[src/hdl/bfha_pkg.sv]
`default_nettype none

package bfha_pkg;

    // heap geometry
    localparam int HEAP_BYTES = 4096;
    localparam int REGION     = HEAP_BYTES - (HEAP_BYTES % 8);
    localparam int WORDS      = HEAP_BYTES / 4;
    localparam int ADDR_W     = $clog2(WORDS);
    localparam int WORD_W     = 16;
    localparam int PAY_W      = 13;
    localparam int OFF_W      = 12;

    typedef logic [WORD_W-1:0] t_word;
    typedef logic [ADDR_W-1:0] t_addr;

    localparam t_word END_OFF   = t_word'(REGION - 4);
    localparam t_word FTR0_OFF  = t_word'(REGION - 8);
    localparam t_word HDR0_OFF  = t_word'(4);
    localparam t_word HDR_BYTES = t_word'(4);
    localparam t_word MIN_BLK   = t_word'(8);
    localparam t_word A_BIT     = t_word'(1);
    localparam t_word P_BIT     = t_word'(2);
    localparam t_word TAIL_WORD = t_word'(1);
    localparam t_word SZ_MASK   = ~t_word'(3);
    localparam t_word ALN_MASK  = ~t_word'(7);
    localparam t_word ALN_ADD   = t_word'(7);

    // datapath operations issued by the controller
    typedef enum logic [4:0] {
        OP_NONE,
        OP_INIT_HDR,
        OP_INIT_FTR,
        OP_INIT_END,
        OP_LOAD,
        OP_START,
        OP_WALK,
        OP_X_MARK,
        OP_TAKE,
        OP_RD_NX,
        OP_SET_P,
        OP_CLR_P,
        OP_ABSORB,
        OP_MERGE_PREV,
        OP_WR_HDR,
        OP_WR_FTR,
        OP_SP_HDR,
        OP_SP_FTR,
        OP_SP_REM,
        OP_OUT_OK,
        OP_OUT_FAIL
    } t_dp_op;

    typedef enum logic [4:0] {
        ST_INIT_HDR,
        ST_INIT_FTR,
        ST_INIT_END,
        ST_IDLE,
        ST_CHECK,
        ST_WALK,
        ST_X_RD,
        ST_X_SET,
        ST_SP_HDR,
        ST_SP_FTR,
        ST_SP_REM,
        ST_F_RD,
        ST_F_ABS,
        ST_F_MERGE,
        ST_F_WH,
        ST_F_RD2,
        ST_F_CLR,
        ST_F_FTR,
        ST_OK,
        ST_FAIL
    } t_state;

    typedef struct packed {
        logic is_free;
        logic bad;
        logic stop;
        logic exact;
        logic found;
        logic h_alloc;
        logic best_valid;
        logic nx_lt_end;
        logic out_free;
    } t_dp_stat;

    function automatic t_addr word_idx(t_word off);
        return off[ADDR_W+1:2];
    endfunction

    // size of the block at cur, zero where a walk has to stop
    function automatic t_word blk_size(t_word cur, t_word h);
        t_word sz;
        sz = h & SZ_MASK;
        if (cur >= END_OFF || h == TAIL_WORD || sz < MIN_BLK || sz > END_OFF - cur) begin
            return '0;
        end
        return sz;
    endfunction

endpackage

`default_nettype wire

[src/hdl/bfha_ctrl.sv]
`default_nettype none

module bfha_ctrl (
    input  wire                 i_clk,
    input  wire                 i_rst_n,
    input  wire                 i_s_tvalid,
    output logic                o_s_tready,
    input  var bfha_pkg::t_dp_stat i_stat,
    output bfha_pkg::t_dp_op    o_op
);
    import bfha_pkg::*;

    t_state r_state;
    t_state n_state;

    always_ff @(posedge i_clk) begin
        if (!i_rst_n) begin
            r_state <= ST_INIT_HDR;
        end else begin
            r_state <= n_state;
        end
    end

    // next state
    always_comb begin
        n_state = r_state;
        case (r_state)
            ST_INIT_HDR: n_state = ST_INIT_FTR;
            ST_INIT_FTR: n_state = ST_INIT_END;
            ST_INIT_END: n_state = ST_IDLE;
            ST_IDLE: begin
                if (i_s_tvalid) begin
                    n_state = ST_CHECK;
                end
            end
            ST_CHECK: n_state = i_stat.bad ? ST_FAIL : ST_WALK;
            ST_WALK: begin
                if (i_stat.stop) begin
                    n_state = (!i_stat.is_free && i_stat.best_valid) ? ST_SP_HDR : ST_FAIL;
                end else if (i_stat.exact) begin
                    n_state = ST_X_RD;
                end else if (i_stat.found) begin
                    n_state = i_stat.h_alloc ? ST_F_RD : ST_FAIL;
                end
            end
            ST_X_RD:    n_state = i_stat.nx_lt_end ? ST_X_SET : ST_OK;
            ST_X_SET:   n_state = ST_OK;
            ST_SP_HDR:  n_state = ST_SP_FTR;
            ST_SP_FTR:  n_state = ST_SP_REM;
            ST_SP_REM:  n_state = ST_OK;
            ST_F_RD:    n_state = i_stat.nx_lt_end ? ST_F_ABS : ST_F_MERGE;
            ST_F_ABS:   n_state = ST_F_MERGE;
            ST_F_MERGE: n_state = ST_F_WH;
            ST_F_WH:    n_state = ST_F_RD2;
            ST_F_RD2:   n_state = i_stat.nx_lt_end ? ST_F_CLR : ST_F_FTR;
            ST_F_CLR:   n_state = ST_F_FTR;
            ST_F_FTR:   n_state = ST_OK;
            ST_OK, ST_FAIL: begin
                if (i_stat.out_free) begin
                    n_state = ST_IDLE;
                end
            end
            default:    n_state = ST_INIT_HDR;
        endcase
    end

    // outputs
    always_comb begin
        o_s_tready = 1'b0;
        o_op       = OP_NONE;
        case (r_state)
            ST_INIT_HDR: o_op = OP_INIT_HDR;
            ST_INIT_FTR: o_op = OP_INIT_FTR;
            ST_INIT_END: o_op = OP_INIT_END;
            ST_IDLE: begin
                o_s_tready = 1'b1;
                if (i_s_tvalid) begin
                    o_op = OP_LOAD;
                end
            end
            ST_CHECK: begin
                if (!i_stat.bad) begin
                    o_op = OP_START;
                end
            end
            ST_WALK: begin
                if (i_stat.stop) begin
                    o_op = OP_NONE;
                end else if (i_stat.exact) begin
                    o_op = OP_X_MARK;
                end else if (i_stat.found) begin
                    o_op = OP_TAKE;
                end else begin
                    o_op = OP_WALK;
                end
            end
            ST_X_RD: begin
                if (i_stat.nx_lt_end) begin
                    o_op = OP_RD_NX;
                end
            end
            ST_X_SET:   o_op = OP_SET_P;
            ST_SP_HDR:  o_op = OP_SP_HDR;
            ST_SP_FTR:  o_op = OP_SP_FTR;
            ST_SP_REM:  o_op = OP_SP_REM;
            ST_F_RD: begin
                if (i_stat.nx_lt_end) begin
                    o_op = OP_RD_NX;
                end
            end
            ST_F_ABS:   o_op = OP_ABSORB;
            ST_F_MERGE: o_op = OP_MERGE_PREV;
            ST_F_WH:    o_op = OP_WR_HDR;
            ST_F_RD2: begin
                if (i_stat.nx_lt_end) begin
                    o_op = OP_RD_NX;
                end
            end
            ST_F_CLR:   o_op = OP_CLR_P;
            ST_F_FTR:   o_op = OP_WR_FTR;
            ST_OK: begin
                if (i_stat.out_free) begin
                    o_op = OP_OUT_OK;
                end
            end
            ST_FAIL: begin
                if (i_stat.out_free) begin
                    o_op = OP_OUT_FAIL;
                end
            end
            default: o_op = OP_NONE;
        endcase
    end

endmodule

`default_nettype wire

[config.mk]
export PLATFORM = sky130hd
export DESIGN_NAME = bfha_ctrl
export DESIGN_NICKNAME = d
export VERILOG_FILES = /design/src/hdl/bfha_pkg.sv /design/src/hdl/bfha_ctrl.sv
export SDC_FILE = /design/constraint.sdc
export NUM_CORES = 1
export LEC_CHECK = 0
export BUFFER_PORTS_ARGS = -buffer_cell sky130_fd_sc_hd__buf_2
export CAP_MARGIN = 10
export CORE_MARGIN = 3
export CORE_UTILIZATION = 45
export DETAILED_ROUTE_END_ITERATION = 6
export GPL_TIMING_DRIVEN = 1
export PLACE_DENSITY = 0.68
export SLEW_MARGIN = 0
export SYNTH_ARGS = -nofsm -noshare
export SYNTH_HDL_FRONTEND = slang
export SYNTH_SLANG_ARGS = --single-unit
[constraint.sdc]
create_clock -name i_clk -period 1.9 [get_ports i_clk]
set_input_delay 0.19 -clock i_clk [delete_from_list [all_inputs] [get_ports i_clk]]
set_output_delay 0.19 -clock i_clk [all_outputs]
set_load 0.01 [all_outputs]
==> results_dict.tcl, run 1 <==
set metrics [dict create \
    top_regs "r_state: 5 flops" \
    regArea_um2 100 \
    crit_fanout 5 \
    cp_slowest_cell "or3b_4" \
    die_x_um 48.1 \
    crit_type "flip-flop to output pin" \
    synthTopCellsByCount "a21oi_1, clkbuf_1, o21ai_0" \
    path_delay_family "simple AND/OR/NAND/NOR gates" \
    insertion_delay_ps 240 \
    synth.avg_cell_area_um2 6.69 \
    r2r_cells 4 \
    slowest_delay_ps 430 \
    finalHoldViolCount 0 \
    tns_ps 0 \
    diodes 0 \
    synth-edff-count 0 \
    num_rows 14 \
    final.fill_count 148 \
    outcome "complete, no violations" \
    cts.clk_slew.worst_paths_ps 40 \
    async_reset_ff_share_pct 0 \
    largest_register_ffs 5 \
    grt_usage_pct 24.2 \
    synth_cell_type_count 46 \
    yosys_warnings 0 \
    worstSetupEndpointType "output pin" \
    core-area_um2 1580 \
    holdBufCountCts 0 \
    comb_power_share_pct 46.3 \
    multi_input_area_um2 672 \
    synth_top_area_cell "dfxtp_1" \
    powerDensity_nw_per_um2 455 \
    route.antenna.remaining_nets 0 \
    ctsRootBufferMaster "clkbuf_4" \
    startpoint "r_state[0]" \
    crit_path_end "o_op[3]" \
    placed_cells 150 \
    drive_gt1_share_pct 29.0 \
    synth_area_leaders "dfxtp_1, a21oi_1, o21ai_0" \
    syn2layout_area_growth_pct 26.7 \
    grt_pass1_vias 887 \
    clock_skew_ps 0.238 \
    setup_viol_count_final 0 \
    via_count 1037 \
    grt_pass1_wl_mm 4.02 \
    yosysSeqAreaShare_pct 12.6 \
    layoutNonFillerInstCount 154 \
    timing.hold.ws_ps 256 \
    grt_overflow 0 \
    tritoncts "built" \
    synth_seq_cells 5 \
    place_ws_ps 123 \
    max_freq_mhz 544 \
    drtIter0Drc 57 \
    fin_util_pct 64.0 \
    clk_path_buf_depth 2 \
    drt-vias-per-instance 6.73 \
    max-vdd-ir-drop_v 0.000390 \
    finalNetCount 151 \
    min_path_cells 3 \
    required_ps 1710 \
    post-route-period-util_pct 96.7 \
    share_seq_of_total_power_pct 26.2 \
    synth_nets 131 \
    die_h_um 48.1 \
    gp_congestion 0.852 \
    rsz0062_at_grt "true" \
    numCtsBuffers 3 \
    syn_inst 119 \
    period_needed_ps 1840 \
    r2r-end "r_state[0]" \
    p_switching_uw 174 \
    top_register "r_state" \
    critPathBufInv 1 \
    swShare_pct 38.0 \
    worst_slack_ps 63.3 \
    drc 0 \
    p_leak_nw 0.391 \
    io_pins 18 \
    worst_pin_slew_ps 504 \
    routed_wl_mm 2.50 \
    hpwl_mm 1.71 \
    grt_start_max_net_pins 26 \
    cap_violations 0 \
    initial_core_util_pct 50.5 \
    cp_data_arrival_time_ps 1650 \
    cts_num_sinks 5 \
    synth_top_area_share_pct 12.6 \
    synth_area_um2 796 \
    io_buffers 17 \
    path_depth 5 \
    p_clk_share_pct 27.5 \
    antenna_found_initial 0 \
    drv_slew 0 \
    routedWlPerCell_um 16.2 \
    ys.flop_type "dfxtp_1" \
    die_area_um2 2310 \
    r2r_slack_ps 130 \
    r2r_start "r_state[0]" \
    min-delay-path-class "input pin to flip-flop" \
    synth_most_common_cell "a21oi_1" \
    crit_chain "or3b_4 > nor4_2 > nand2_1 > o221ai_1 > buf_2" \
    htreeDepth 1 \
    cp-start-kind "flip-flop" \
    drtPass1Iterations 5 \
    p_int_uw 285 \
    slew_headroom_pct 66.3 \
]
==> worst min path at each step <==
stage / from / end / slack (ps)
2_1_floorplan: i_rst_n / r_state[0] / 360
3_3_place_gp: i_rst_n / r_state[0] / 500
3_5_place_dp: i_rst_n / r_state[0] / 500
4_1_cts: i_rst_n / r_state[0] / 250
5_1_grt: i_rst_n / r_state[0] / 250
6_report: i_rst_n / r_state[0] / 260
==> layer usage <==
metal | global-route usage, % | vias up | part of all wire, %
met5 | 0 | - | 0
met4 | 1.61 | 0 | 1.2
met3 | 6.39 | 4 | 7.3
met2 | 38.3 | 46 | 46
met1 | 34.2 | 494 | 45
li1 | - | 493 | -
==> final cells by class <==
type / count / area share [%]
Clock buffer: 4 / 2.61
Timing Repair Buffer: 28 / 17.7
Multi-Input combinational cell: 98 / 66.6
Inverter: 3 / 1.12
Tap cell: 16 / 1.99
Sequential cell: 5 / 9.93
==> placed cells by master (no fill, tap or decap), types with 2 or more instances in the layout <==
cell | netlist | final
a211o_1 | 3 | 3
a21o_1 | 3 | 3
a21oi_1 | 12 | 12
a31oi_1 | 2 | 2
a32oi_1 | 2 | 2
buf_2 | 1 | 17
buf_4 | 1 | 8
buf_6 | 0 | 3
clkbuf_4 | 0 | 3
dfxtp_1 | 5 | 5
inv_1 | 3 | 3
nand2_1 | 8 | 8
nand2b_1 | 5 | 5
nand3_1 | 2 | 2
nand3b_1 | 2 | 2
nor2_1 | 8 | 8
nor2b_1 | 5 | 4
nor3_1 | 4 | 4
o211ai_1 | 2 | 2
o21ai_0 | 9 | 9
o22ai_1 | 2 | 2
or2_2 | 2 | 2
==> tightest hold or removal path, delay by kind of cell <==
family / cells / cell delay (ps)
compound gates: 2 / 170
buf+inv: 1 / 110
==> kinds of logic (layout without fill, tap and decap cells) <==
group	count (synthesis)	after routing	share of synthesized area, %
AO/OA/AOI/OAI	50	50	44.2
AND/OR/NAND/NOR	46	46	32.7
buffers and inverters	16	35	8.18
flip-flops	5	5	12.6
XOR/XNOR	1	1	1.10
multiplexers	1	1	1.26
==> power groups by stage <==
stage          clock [mW]  combinational (mW)  sequential (mW)
2_1_floorplan           0               0.137            0.115
3_3_place_gp            0               0.193            0.121
3_5_place_dp            0               0.194            0.120
4_1_cts             0.130               0.203            0.118
5_1_grt             0.135               0.236            0.120
6_report            0.126               0.213            0.120
==> metrics by stage <==
step                instance area, um2  power [mW]
global placement                   930       0.313
CTS                                980       0.452
finish                            1010       0.459
detailed placement                 930       0.314
floorplan                          796       0.252
global route                      1010       0.491
==> timing repair <==
| action | CTS | global route |
|---|---|---|
| setup buffers | 0 | 0 |
| pin swaps | 0 | 2 |
| hold endpoints to repair | 0 | 0 |
| setup endpoints to repair | 3 | 4 |
| resized for setup | 5 | 7 |
No activity file was read; power rests on OpenSTA's default activity.
==> inputs of run 2 (changes only) <==
--- a/config.mk
+++ b/config.mk
@@ -10,6 +10,6 @@
 export CORE_MARGIN = 3
-export CORE_UTILIZATION = 45
+export CORE_UTILIZATION = 53
 export DETAILED_ROUTE_END_ITERATION = 6
 export GPL_TIMING_DRIVEN = 1
-export PLACE_DENSITY = 0.68
+export PLACE_DENSITY = 0.78
 export SLEW_MARGIN = 0
==> constraint.sdc (replaced) <==
create_clock -name i_clk -period 1.9 [get_ports i_clk]
set_input_delay 0.38 -clock i_clk [delete_from_list [all_inputs] [get_ports i_clk]]
set_output_delay 0.38 -clock i_clk [all_outputs]
set_load 0.01 [all_outputs]
==> results_dict.tcl, run 2 (synthesis gave the netlist of run 1 again) <==
set metrics [dict create \
    insertion_delay_ps 240 \
    drive_gt1_share_pct 40.8 \
    max-vdd-ir-drop_v 0.000456 \
    tns_ps -20.9 \
    die_x_um 44.8 \
    drtIter0Drc 71 \
    finalNetCount 160 \
    ctsRootBufferMaster "clkbuf_4" \
    outcome "finished with violations" \
    cts.clk_slew.worst_paths_ps 40 \
    swShare_pct 37.6 \
    final_common_cell "buf_2" \
    holdBufCountCts 0 \
    layout_common_cells "buf_2, buf_4, a21oi_1, o21ai_0" \
    drc 0 \
    diodes 0 \
    min-delay-path-class "input pin to flip-flop" \
    p_switching_uw 187 \
    io_pins 18 \
    top_regs "r_state: 5 flops" \
    violations "negative setup slack" \
    core-area_um2 1350 \
    regArea_um2 104 \
    slowest_delay_ps 440 \
    io_buffers 17 \
    tritoncts "built" \
    crit_chain "or3b_4 > a2111oi_4 > a21oi_1 > o21ai_1 > buf_2" \
    crit_type "flip-flop to output pin" \
    final.fill_count 76 \
    grt_start_max_net_pins 26 \
    antenna_found_initial 0 \
    hpwl_mm 1.64 \
    r2r_slack_ps 110 \
    p_leak_nw 0.458 \
    share_seq_of_total_power_pct 24.0 \
    gp_congestion 0.927 \
    cp_slowest_cell "or3b_4" \
    cp_data_arrival_time_ps 1540 \
    grt_usage_pct 26.4 \
    via_count 1115 \
    worst_pin_slew_ps 546 \
    cp-start-kind "flip-flop" \
    multi_input_area_um2 719 \
    num_rows 13 \
    setup_viol_count_final 2 \
    crit_fanout 4 \
    routedWlPerCell_um 17.4 \
    routed_wl_mm 2.81 \
    die_h_um 44.8 \
    power_uw 498 \
    fin_util_pct 85.5 \
    initial_core_util_pct 58.9 \
    p_int_uw 311 \
    drv_slew 0 \
    post-route-period-util_pct 101 \
    largest_register_ffs 5 \
    cts_num_sinks 5 \
    numCtsBuffers 3 \
    grt_pass1_vias 872 \
    slew_headroom_pct 63.5 \
    required_ps 1520 \
    cap_violations 0 \
    syn2layout_area_growth_pct 45.1 \
    worstSetupEndpointType "output pin" \
    timing.hold.ws_ps 448 \
    powerDensity_nw_per_um2 431 \
    finalHoldViolCount 0 \
    clock_skew_ps 4.21 \
    grt_pass1_wl_mm 4.02 \
    top_register "r_state" \
    rsz0062_at_grt "true" \
    p_clk_share_pct 24.0 \
    die_area_um2 2000 \
    route.antenna.remaining_nets 0 \
    htreeDepth 1 \
    place_ws_ps -8.86 \
    max_freq_mhz 522 \
    drt-vias-per-instance 6.88 \
    period_needed_ps 1920 \
    grt_overflow 0 \
    drtPass1Iterations 4 \
    clk_path_buf_depth 2 \
    comb_power_share_pct 51.9 \
    worst_slack_ps -15.4 \
]
run 2: power groups by stage:
stage               Combinational, mW  Sequential, mW  Clock, mW
finish                          0.259           0.120      0.120
global route                    0.277           0.120      0.133
CTS                             0.218           0.118      0.123
detailed placement              0.201           0.118          0
global placement                0.197           0.118          0
floorplan                       0.137           0.115          0
run 2: through the flow:
step	cell area, um2	instances
CTS	1030	155
floorplan	797	119
global placement	937	150
detailed placement	937	150
global route	1150	162
finish	1150	162
run 2: cell type report:
class	count	area share, %
Sequential cell	5	8.99
Tap cell	15	1.63
Clock buffer	4	2.28
Inverter	3	1.30
Multi-Input combinational cell	98	62.3
Timing Repair Buffer	37	23.5
run 2: final timing paths:
path	end	from	cells after the start
worst max-delay path	o_op[1]	r_state[4]	5
worst max register to register	r_state[0]	r_state[4]	5
worst min-delay path	r_state[0]	i_rst_n	3
worst min register to register	r_state[0]	r_state[0]	3
run 2: what timing repair did:
item,4_1_cts,5_1_grt
gates resized for setup,14,19
cloned,1,0
endpoints found under the setup margin,4,4
pin swaps,2,4
buffers inserted,0,7
run 2: metal layers:
metal | vias to the layer above | GRT usage [%] | part of all wire (%)
li1 | 512 | - | -
met2 | 79 | 39.8 | 47
met4 | 0 | 1.81 | 1.9
met1 | 517 | 37.8 | 41
met5 | - | 0 | 0
met3 | 7 | 9.16 | 9.8
run 2: worst max-delay path, delay by kind of cell (launching register included):
| family | cells | cell delay (ps) |
|---|---|---|
| buf+inv | 1 | 140 |
| compound gates | 3 | 390 |
| flops | 1 | 330 |
| simple gates | 1 | 440 |
